<file path="src/hsl2rgb_pkg.sv">
// ----------------------------------------------------------------------------
// hsl2rgb_pkg
// Shared types, constants and a helper function for the HSL to RGB converter.
// ----------------------------------------------------------------------------
package hsl2rgb_pkg;

    localparam int HUE_W   = 9;
    localparam int PCT_W   = 7;
    localparam int CHAN_W  = 8;
    localparam int QP_W    = 14;   // q and p in units of 1/10000, max 10000
    localparam int WGT_W   = 6;    // segment weight, 0..60
    localparam int NUM_W   = 20;   // channel numerator over 600000, max 600000
    localparam int SCL_W   = 24;   // 17 * num + bias
    localparam int QUO_W   = 18;   // scaled value after the shift by 6 (divide by 64)
    localparam int RCP_W   = 17;   // reciprocal constant width
    localparam int PROD_W  = QUO_W + RCP_W;
    localparam int REM_W   = 11;

    localparam logic [HUE_W-1:0] HUE_FULL  = 9'd360;
    localparam logic [HUE_W-1:0] HUE_THIRD = 9'd120;
    localparam logic [HUE_W-1:0] HUE_2THRD = 9'd240;
    localparam logic [PCT_W-1:0] PCT_MAX   = 7'd100;
    localparam logic [PCT_W-1:0] PCT_HALF  = 7'd50;

    // round(255 * num / 600000) == (17 * num + 20000) / 40000
    // and 40000 = 64 * 625; the /625 goes through a reciprocal multiply.
    localparam logic [4:0]        RND_MUL    = 5'd17;
    localparam logic [SCL_W-1:0]  RND_BIAS   = 24'd20000;
    localparam int                RND_SHIFT  = 6;
    localparam logic [RCP_W-1:0]  RCP_K      = 17'd107374;  // floor(2^26 / 625)
    localparam int                RCP_SHIFT  = 26;
    localparam logic [QUO_W-1:0]  DIV_Q      = 18'd625;

    typedef struct packed {
        logic [HUE_W-1:0] hue_deg;
        logic [PCT_W-1:0] saturation;
        logic [PCT_W-1:0] lightness;
    } hsl_t;

    typedef struct packed {
        logic [CHAN_W-1:0] red;
        logic [CHAN_W-1:0] green;
        logic [CHAN_W-1:0] blue;
    } rgb_t;

    // Stage load strobes for the per-channel datapath.
    typedef struct packed {
        logic ld_mul;
        logic ld_scl;
        logic ld_rcp;
        logic ld_out;
    } chan_ctl_t;

    // Weight on (q - p) for a shifted hue t in 0..360.
    function automatic logic [WGT_W-1:0] seg_weight(input logic [HUE_W-1:0] t);
        logic [HUE_W-1:0] w;
        begin
            if (t < 9'd60) begin
                w = t;
            end else if (t < 9'd180) begin
                w = 9'd60;
            end else if (t < HUE_2THRD) begin
                w = HUE_2THRD - t;
            end else begin
                w = 9'd0;
            end
            seg_weight = w[WGT_W-1:0];
        end
    endfunction

endpackage

</file>
<file path="src/hsl2rgb_channel.sv">
// ----------------------------------------------------------------------------
// hsl2rgb_channel
// One color channel: segment numerator, scaling and rounded divide to 8 bits.
// ----------------------------------------------------------------------------
module hsl2rgb_channel (
    input  logic                                   aclk,
    input  hsl2rgb_pkg::chan_ctl_t                 ctl,
    input  logic [hsl2rgb_pkg::QP_W-1:0]           p,
    input  logic [hsl2rgb_pkg::QP_W-1:0]           q,
    input  logic [hsl2rgb_pkg::WGT_W-1:0]          wgt,
    output logic [hsl2rgb_pkg::CHAN_W-1:0]         color
);

    logic [hsl2rgb_pkg::NUM_W-1:0]   num_reg, num_next;
    logic [hsl2rgb_pkg::QUO_W-1:0]   quo_reg, quo_next;
    logic [hsl2rgb_pkg::QUO_W-1:0]   quo_d_reg;
    logic [hsl2rgb_pkg::CHAN_W-1:0]  est_reg, est_next;
    logic [hsl2rgb_pkg::CHAN_W-1:0]  color_reg, color_next;

    logic [hsl2rgb_pkg::QP_W-1:0]    diff;
    logic [hsl2rgb_pkg::SCL_W-1:0]   scaled;
    logic [hsl2rgb_pkg::PROD_W-1:0]  prod;
    logic [hsl2rgb_pkg::QUO_W-1:0]   back;
    logic [hsl2rgb_pkg::REM_W-1:0]   rem;

    // num = 60 p + (q - p) * w
    always_comb begin
        diff     = q - p;
        num_next = hsl2rgb_pkg::NUM_W'(p * 20'd60)
                 + hsl2rgb_pkg::NUM_W'(diff) * hsl2rgb_pkg::NUM_W'(wgt);
    end

    always_comb begin
        scaled   = hsl2rgb_pkg::SCL_W'(num_reg) * hsl2rgb_pkg::SCL_W'(hsl2rgb_pkg::RND_MUL)
                 + hsl2rgb_pkg::RND_BIAS;
        quo_next = scaled[hsl2rgb_pkg::SCL_W-1:hsl2rgb_pkg::RND_SHIFT];
    end

    // estimate is the true quotient or one below
    always_comb begin
        prod     = hsl2rgb_pkg::PROD_W'(quo_reg) * hsl2rgb_pkg::PROD_W'(hsl2rgb_pkg::RCP_K);
        est_next = prod[hsl2rgb_pkg::RCP_SHIFT+hsl2rgb_pkg::CHAN_W-1:hsl2rgb_pkg::RCP_SHIFT];
    end

    always_comb begin
        back = hsl2rgb_pkg::QUO_W'(est_reg * hsl2rgb_pkg::DIV_Q);
        rem  = hsl2rgb_pkg::REM_W'(quo_d_reg - back);
        if (rem >= hsl2rgb_pkg::REM_W'(hsl2rgb_pkg::DIV_Q)) begin
            color_next = est_reg + 8'd1;
        end else begin
            color_next = est_reg;
        end
    end

    always_ff @(posedge aclk) begin
        if (ctl.ld_mul) begin
            num_reg <= num_next;
        end
        if (ctl.ld_scl) begin
            quo_reg <= quo_next;
        end
        if (ctl.ld_rcp) begin
            est_reg   <= est_next;
            quo_d_reg <= quo_reg;
        end
        if (ctl.ld_out) begin
            color_reg <= color_next;
        end
    end

    assign color = color_reg;

endmodule

</file>
<file path="src/hsl_to_rgb_converter.sv">
// ----------------------------------------------------------------------------
// hsl_to_rgb_converter
// Six-stage pipelined HSL to 8-bit RGB converter with exact integer rounding.
// ----------------------------------------------------------------------------
//  channel   direction  payload                          handshake
//  s_        in         hsl_t {hue_deg, saturation,      s_valid / s_ready
//                              lightness}
//  m_        out        rgb_t {red, green, blue}         m_valid / m_ready
//
//  One transaction per clock sustained while m_ready is high; an input passes
//  through the six register stages (clamp/hue wrap, q/p multiply, segment
//  multiply, scale, reciprocal multiply, correction) to m_valid.
//  aresetn (synchronous, active low) clears all stage valid bits only.
//  A stall at m_ready holds the output stage; bubbles upstream still collapse,
//  so s_ready drops only once every stage holds a transaction.
// ----------------------------------------------------------------------------
module hsl_to_rgb_converter (
    input  logic                aclk,
    input  logic                aresetn,
    input  logic                s_valid,
    output logic                s_ready,
    input  hsl2rgb_pkg::hsl_t   s_data,
    output logic                m_valid,
    input  logic                m_ready,
    output hsl2rgb_pkg::rgb_t   m_data
);

    localparam int NSTG = 6;

    // ------------------------------------------------------------------
    // Stage control: valid bit per stage, load when the stage is free or
    // its contents move on this cycle, and valid data waits before it.
    // ------------------------------------------------------------------
    logic [NSTG:1] vld_reg, vld_next;
    logic [NSTG:1] adv;
    logic [NSTG:1] load;
    logic [NSTG:0] vin;

    always_comb begin
        adv[NSTG] = !vld_reg[NSTG] || m_ready;
        for (int i = NSTG - 1; i >= 1; i--) begin
            adv[i] = !vld_reg[i] || adv[i+1];
        end
    end

    always_comb begin
        vin = {vld_reg, s_valid};
        for (int i = 1; i <= NSTG; i++) begin
            load[i]     = adv[i] && vin[i-1];
            vld_next[i] = adv[i] ? vin[i-1] : vld_reg[i];
        end
    end

    always_ff @(posedge aclk) begin
        if (!aresetn) begin
            vld_reg <= '0;
        end else begin
            vld_reg <= vld_next;
        end
    end

    assign s_ready = adv[1];
    assign m_valid = vld_reg[NSTG];

    // ------------------------------------------------------------------
    // Stage 1: clamp percentages, wrap hue, form the three shifted hues.
    // A shifted hue of exactly 360 is kept (weight zero, same as 0).
    // ------------------------------------------------------------------
    logic [hsl2rgb_pkg::PCT_W-1:0] sat_reg, sat_next;
    logic [hsl2rgb_pkg::PCT_W-1:0] lgt_reg, lgt_next;
    logic [hsl2rgb_pkg::HUE_W-1:0] tr_reg, tr_next;
    logic [hsl2rgb_pkg::HUE_W-1:0] tg_reg, tg_next;
    logic [hsl2rgb_pkg::HUE_W-1:0] tb_reg, tb_next;
    logic [hsl2rgb_pkg::HUE_W:0]   hr_sum;

    always_comb begin
        sat_next = (s_data.saturation > hsl2rgb_pkg::PCT_MAX) ? hsl2rgb_pkg::PCT_MAX
                                                              : s_data.saturation;
        lgt_next = (s_data.lightness > hsl2rgb_pkg::PCT_MAX) ? hsl2rgb_pkg::PCT_MAX
                                                             : s_data.lightness;
        if (s_data.hue_deg >= hsl2rgb_pkg::HUE_FULL) begin
            tg_next = s_data.hue_deg - hsl2rgb_pkg::HUE_FULL;
        end else begin
            tg_next = s_data.hue_deg;
        end
        hr_sum = {1'b0, tg_next} + {1'b0, hsl2rgb_pkg::HUE_THIRD};
        if (hr_sum > {1'b0, hsl2rgb_pkg::HUE_FULL}) begin
            tr_next = hsl2rgb_pkg::HUE_W'(hr_sum - {1'b0, hsl2rgb_pkg::HUE_FULL});
        end else begin
            tr_next = hsl2rgb_pkg::HUE_W'(hr_sum);
        end
        if (tg_next < hsl2rgb_pkg::HUE_THIRD) begin
            tb_next = tg_next + hsl2rgb_pkg::HUE_2THRD;
        end else begin
            tb_next = tg_next - hsl2rgb_pkg::HUE_THIRD;
        end
    end

    // ------------------------------------------------------------------
    // Stage 2: q and p (units of 1/10000) and per-channel segment weight.
    // Zero saturation gives q == p == 100 l, so grey needs no special path.
    // ------------------------------------------------------------------
    logic [hsl2rgb_pkg::QP_W-1:0]  q_reg, q_next;
    logic [hsl2rgb_pkg::QP_W-1:0]  p_reg, p_next;
    logic [hsl2rgb_pkg::WGT_W-1:0] wr_reg, wg_reg, wb_reg;
    logic [hsl2rgb_pkg::QP_W-1:0]  ls;
    logic [hsl2rgb_pkg::QP_W-1:0]  l100;
    logic [hsl2rgb_pkg::QP_W-1:0]  s100;

    always_comb begin
        ls   = hsl2rgb_pkg::QP_W'(lgt_reg) * hsl2rgb_pkg::QP_W'(sat_reg);
        l100 = hsl2rgb_pkg::QP_W'(lgt_reg * 14'd100);
        s100 = hsl2rgb_pkg::QP_W'(sat_reg * 14'd100);
        if (lgt_reg < hsl2rgb_pkg::PCT_HALF) begin
            q_next = l100 + ls;
        end else begin
            q_next = l100 + s100 - ls;
        end
        p_next = l100 + l100 - q_next;
    end

    always_ff @(posedge aclk) begin
        if (load[1]) begin
            sat_reg <= sat_next;
            lgt_reg <= lgt_next;
            tr_reg  <= tr_next;
            tg_reg  <= tg_next;
            tb_reg  <= tb_next;
        end
        if (load[2]) begin
            q_reg  <= q_next;
            p_reg  <= p_next;
            wr_reg <= hsl2rgb_pkg::seg_weight(tr_reg);
            wg_reg <= hsl2rgb_pkg::seg_weight(tg_reg);
            wb_reg <= hsl2rgb_pkg::seg_weight(tb_reg);
        end
    end

    // ------------------------------------------------------------------
    // Stages 3..6: per-channel numerator, scale, divide and round.
    // ------------------------------------------------------------------
    hsl2rgb_pkg::chan_ctl_t ctl;

    assign ctl.ld_mul = load[3];
    assign ctl.ld_scl = load[4];
    assign ctl.ld_rcp = load[5];
    assign ctl.ld_out = load[6];

    hsl2rgb_channel u_red (
        .aclk  (aclk),
        .ctl   (ctl),
        .p     (p_reg),
        .q     (q_reg),
        .wgt   (wr_reg),
        .color (m_data.red)
    );

    hsl2rgb_channel u_green (
        .aclk  (aclk),
        .ctl   (ctl),
        .p     (p_reg),
        .q     (q_reg),
        .wgt   (wg_reg),
        .color (m_data.green)
    );

    hsl2rgb_channel u_blue (
        .aclk  (aclk),
        .ctl   (ctl),
        .p     (p_reg),
        .q     (q_reg),
        .wgt   (wb_reg),
        .color (m_data.blue)
    );

`ifndef SYNTHESIS
    // full pipeline with a stalled output must refuse new input
    a_full_stall: assert property (@(posedge aclk) disable iff (!aresetn)
        (&vld_reg && !m_ready) |-> !s_ready)
        else $error("input taken while pipeline full and stalled");

    // a transaction leaving stage 5 shows up at the output next cycle
    a_last_move: assert property (@(posedge aclk) disable iff (!aresetn)
        (vld_reg[NSTG-1] && adv[NSTG]) |=> m_valid)
        else $error("transaction lost between stage 5 and output");

    // q/p bounds keep every numerator within 600000
    a_qp_range: assert property (@(posedge aclk) disable iff (!aresetn)
        vld_reg[2] |-> (q_reg >= p_reg && q_reg <= 14'd10000))
        else $error("q/p out of range");

    // reset empties the output stage
    a_reset_clear: assert property (@(posedge aclk)
        !aresetn |=> !m_valid)
        else $error("output valid after reset");
`endif

endmodule
</file>
<file path="config.mk">
export PLATFORM = sky130hd
export DESIGN_NAME = hsl_to_rgb_converter
export DESIGN_NICKNAME = d
export VERILOG_FILES = /design/src/hsl2rgb_pkg.sv /design/src/hsl2rgb_channel.sv /design/src/hsl_to_rgb_converter.sv
export SDC_FILE = /design/constraint.sdc
export NUM_CORES = 2
export LEC_CHECK = 0
export ABC_AREA = 1
export ABC_CLOCK_PERIOD_IN_PS = 6200
export BUFFER_PORTS_ARGS = -buffer_cell sky130_fd_sc_hd__buf_2
export CAP_MARGIN = 20
export CORE_MARGIN = 2
export CORE_UTILIZATION = 60
export DETAILED_ROUTE_END_ITERATION = 12
export PLACE_DENSITY_LB_ADDON = 0.05
export SETUP_SLACK_MARGIN = 0.3
export SYNTH_ARGS = -nofsm -noshare
export SYNTH_HDL_FRONTEND = slang
export SYNTH_SLANG_ARGS = --single-unit
export TNS_END_PERCENT = 10
</file>
<file path="constraint.sdc">
create_clock -name aclk -period 6.2 [get_ports aclk]
set_input_delay 1.24 -clock aclk [delete_from_list [all_inputs] [get_ports aclk]]
set_output_delay 1.24 -clock aclk [all_outputs]
set_load 0.03 [all_outputs]
</file>
Yosys cells after proc, flatten, opt, wreduce, memory -nomap -nowiden
Index checks and enable logic that the tools add are counted.
Storage, ports and cells
  register bits: 288
  bits of input ports: 27
  output and inout port bits: 26
  word-level logic and storage cells: 125
Cells by class
  add/sub/neg operators: 26
  $mul: 16
  $lt $le $gt $ge: 18
  multiplexer cells: 16
  reduce and logical (&&, ||, !) cells: 18
Operator list (count)
  multiplier 18 x 16 -> 33 bit (second input constant): 3
  adder 24 x 15 -> 24 bit (second input constant): 3
  multiplier 20 x 5 -> 24 bit (second input constant): 3
  adder 20 bit: 3
  multiplier 14 x 6 -> 20 bit: 3
  < comparator 9 x 8 -> 1 bit (second input constant): 6
  two-way mux 6 bit: 9
  adder 14 bit: 3
  subtractor 14 bit: 3
  >= comparator 11 x 10 -> 1 bit (second input constant): 3
  multiplier 8 x 10 -> 11 bit (second input constant): 3
  subtractor 11 bit: 3
  < comparator 9 x 6 -> 1 bit (second input constant): 3
  two-way mux 9 bit: 3
  adder 8 x 1 -> 8 bit (second input constant): 3
  multiplier 7 x 5 -> 12 bit (second input constant): 2
  two-way mux 8 bit: 3
  multiplier 14 x 4 -> 18 bit (second input constant): 1
  subtractor 6 bit (first input constant): 3
  subtractor 9 bit (second input constant): 2
  > comparator 7 bit (second input constant): 2
  multiplier 7 x 7 -> 14 bit: 1
  two-way mux 14 bit: 1
  adder 9 x 7 -> 10 bit (second input constant): 1
  other kinds (9): 24

Longest topological paths before layout
  depth in word-level cells: 8
  gate-level depth with buffers: 38
  mapped depth without buffers: 37

Modules after synthesis
From an unflattened synthesis, not the netlist that was laid out.
Second synthesis, totals
  cells, all modules: 6302
  area, all modules: 54324.6 µm²
By module, submodules not included
  hsl2rgb_channel at u_green: instances 1, cells an instance 1742, area each 15190.8 µm², seq. area each 1951.9 µm²
  hsl2rgb_channel at u_blue: instances 1, cells an instance 1743, area each 15142.0 µm², seq. area each 1951.9 µm²
  hsl2rgb_channel at u_red: instances 1, cells an instance 1716, area each 15031.9 µm², seq. area each 1951.9 µm²
  hsl_to_rgb_converter: instances 1, cells an instance 1101, area each 8959.8 µm², seq. area each 2522.4 µm²

Worst setup path before layout
Ideal clock, no wire load.
  kind: reg-to-reg
  start: register lgt_reg[5] in the netlist's numbering
  end: register p_reg[12] in the netlist's numbering, data pin
  library setup time: 0.258 ns
  arrival: 6.339 ns
  data required time: 5.942 ns
  path slack: -0.397 ns
  stages on the path, launching flop included: 35
  buffers on the path: 1
  clock period less this slack: 6.597 ns
  cell sequence: edfxtp_1 clkbuf_1 nand2_1 inv_1 fa_1 inv_1 fa_1 inv_1 fa_1 inv_1 fa_1 inv_1 ha_1 a21oi_1 o21bai_1 xor2_1 fa_1 ha_1 inv_1 o21bai_1 a31oi_1 inv_1 a21oi_1 nand2_1 nand3_1 o21ai_0 ha_1 nand2_1 nor2_1 o21ai_0 o211ai_1 a31oi_1 nand2_1 a31oi_1 xnor2_1
Between the ends
  word-level cells in the longest chain between the ends: 5
  elaborated cells on any way between the ends: 9
  classes of those cells: 5 x add/sub; 2 x mul; 1 x order compare; 1 x mux
Ends and longest elaborated chain
  from (decl): line hsl_to_rgb_converter.sv:70  | logic [hsl2rgb_pkg::PCT_W-1:0] lgt_reg, lgt_next;
  from (signal assigned): line hsl_to_rgb_converter.sv:125  | lgt_reg <= lgt_next;
  multiplier 7 x 5 -> 12 bit: line hsl_to_rgb_converter.sv:112  | l100 = hsl2rgb_pkg::QP_W'(lgt_reg * 14'd100);
  adder 14 bit: line hsl_to_rgb_converter.sv:117  | q_next = l100 + s100 - ls;
  subtractor 14 bit: line hsl_to_rgb_converter.sv:117
  two-way mux 14 bit: line hsl_to_rgb_converter.sv:114  | if (lgt_reg < hsl2rgb_pkg::PCT_HALF) begin
  subtractor 14 bit *: line hsl_to_rgb_converter.sv:119  | p_next = l100 + l100 - q_next;
  via p_next, one bit: line hsl_to_rgb_converter.sv:104  | logic [hsl2rgb_pkg::QP_W-1:0] p_reg, p_next;
  to (signal assigned): line hsl_to_rgb_converter.sv:132  | p_reg <= p_next;
  to (decl): line hsl_to_rgb_converter.sv:104
The timed path passes the listed nets; every way through them passes the cells marked *.
A chain may end at the register's enable or synchronous reset.

Worst setup path after layout
Same ends and word-level chain as after synthesis.

==> metrics.cfg <==
[status]
outcome=finished, violations left
violations=setup timing

[global_routing]
top_usage_layer=met2
grt_overflow=0
grt_use_met3_pct=3.35
grt_usage_pct=26.8
antenna_found_initial=0
grt_max_degree=58
use_met1_pct=37.5
grt_util_met2_pct=44.7
grt_pass1_wl_um=179000
grt_pass1_vias=36200

[synth]
synthCells=5317
syn_area_mm2=0.0482
ys_types=63
ys_seq_elements=278
synth_top_flop_cell=edfxtp_1
avgSynthCellArea_um2=9.06
synth-edff-count=272
synth_area_leaders=fa_1 26%, ha_1 22%, edfxtp_1 17%, inv_1 10%, nand2_1 6.1%
seq_area_frac_synth_pct=17.2
postSynth.asyncResetShare_pct=0
synth_top_area_share_pct=26.3
netlist.top_cell.by_area=fa_1
yosysWarnings=0

[setup_path]
cp-end-kind=flop
cp_num_buf_inv=9
critPathRequiredTime_ns=6.51
cpLargestDelayFamily=adder cells
startpoint_type=flop
crit_type=flop to flop
critPathSlowestCell=fa_1
cp_slowest_stage_delay_ns=0.56
cp_max_fo=4
critPathArrivalTime_ns=6.91

[die]
core_area_mm2=0.0793
start_util_pct=60.8
io_pins=53
dieArea_mm2=0.0826
fp.dieW_um=287
rows=103
die_h_um=287

[timing]
fin_worst_skew_ns=0.0216
max_clock_freq_ghz=0.151
setup_viol=7
worst_hold_slack_ns=0.474
rsz0062_at_grt=yes
min_period_ns=6.61
finalHoldViolCount=0
slew_headroom_pct=38.6
worst_slew_pin_slew_ns=0.919
fin_crit_sh_pct=107
setup_ws_ns=-0.409
drv_slew=0

[cells_and_area]
final_common_cell=inv_1
layout-drive-gt1-share_pct=8.79
layout_common_cells=1,299 x inv_1, 840 x ha_1, 758 x nand2_1, 632 x fa_1, 272 x edfxtp_1
fin_nets=7080
stdcell_area_mm2=0.0531
fill_cells=6610
layout.cells.non_filler=6634
diodes=0
area.growth.synth_to_final_pct=10.2

[route]
via_per_inst=5.26
drtPass1Iterations=5
wl_per_cell_um=16.0
vias=34900
drc_errors=0
drtIter0Drc=1827
antenna_left=0
wirelength_um=106000

[placed_design]
dp_hpwl_um=91300
dp_cells=6541
dpl_cell_area_mm2=0.0509
pre_cts_ws_ns=-0.502
port_buffers=52
place_congestion=0.940

[clocking]
clock_sinks=278
clock_path_buffers=3
holdBufCountCts=0
cts_tree=done
ctsHtreeMaxLevel=2
clk_pin_slew_ns=0.05
worstSkewPairLatency_ns=0.57
numCtsBuffers=37
clockRootBuffer=clkbuf_16

[flow_run]
max_cap_viol_count=0

[worst_hold_path]
hp-class=flop to flop

-- cell type report --
class | count | area [um^2] | area share, %
clock buffer | 46 | 1000 | 1.89
clock inverter | 21 | 263 | 0.495
inverter | 1327 | 4990 | 9.40
multi-input combinational | 3667 | 35500 | 66.8
sequential | 278 | 8290 | 15.6
tap | 1050 | 1310 | 2.47
timing repair buffer | 245 | 1760 | 3.32
-- cell usage after synthesis (33+ instances only) --
cell type and n:
edfxtp_1 272, xnor2_1 95, xor2_1 184, inv_1 1317
nand2_1 778, ha_1 865, nand3_1 180, a31oi_1 33
a21oi_1 276, o21ai_0 129, nor2_1 243, fa_1 632
nor3_1 38, clkbuf_1 40
-- final timing paths --
| path | from | end | slack (ns) | cells past startpoint |
|---|---|---|---|---|
| hold reg to reg | vld_reg[4]$_SDFFE_PN0P_ | vld_reg[5]$_SDFFE_PN0P_ | 0.47 | 2 |
| setup reg to reg | lgt_reg[5]$_SDFFCE_PN1P_ | p_reg[12]$_DFFE_PP_ | -0.41 | 35 |
| setup / recovery | lgt_reg[5]$_SDFFCE_PN1P_ | p_reg[12]$_DFFE_PP_ | -0.41 | 35 |
| hold / removal | vld_reg[4]$_SDFFE_PN0P_ | vld_reg[5]$_SDFFE_PN0P_ | 0.47 | 2 |
-- metal layers --
layer	wire, um	vias to the layer above
li1	-	17300
met1	48900	16800
met2	50000	683
met3	4780	154
met4	2640	0
met5	0	-
-- worst min-delay path: stages (launching register included) --
cell and delay, ns:
dfxtp_1 0.30, inv_1 0.06, a21oi_1 0.06
-- through the flow --
step | TNS, ns | util (%)
after CTS | -1.13 | 66.5
after floorplan | -0.421 | -
after global placement | -1.28 | 64.2
final | -1.63 | 67.0
after global routing | -3.77 | 67.0
after detailed placement | -1.65 | 64.2
-- kinds of logic (layout without fill, tap and decap cells) --
kind of cell	count (synthesis)	count (layout)	share of synthesized area [%]
other	1	3	0.00778
AO/OA/AOI/OAI	557	557	6.57
XOR/XNOR	282	282	5.19
flip-flops	278	278	17.2
AND/OR/NAND/NOR	1328	1328	11.6
adder cells (fa/ha/maj)	1497	1497	48.7
buffers and inverters	1374	1639	10.7
-- timing repair --
item | CTS | global route
endpoints found under the hold margin | 0 | 0
gates cloned | 0 | 0
buffers inserted | 24 | 2
endpoints found under the setup margin | 24 | 41
pin swaps | 42 | 31
resized for setup | 75 | 97
Power is not shown: default switching activity piles up to over one toggle a cycle in this logic, so the estimate is an artifact.
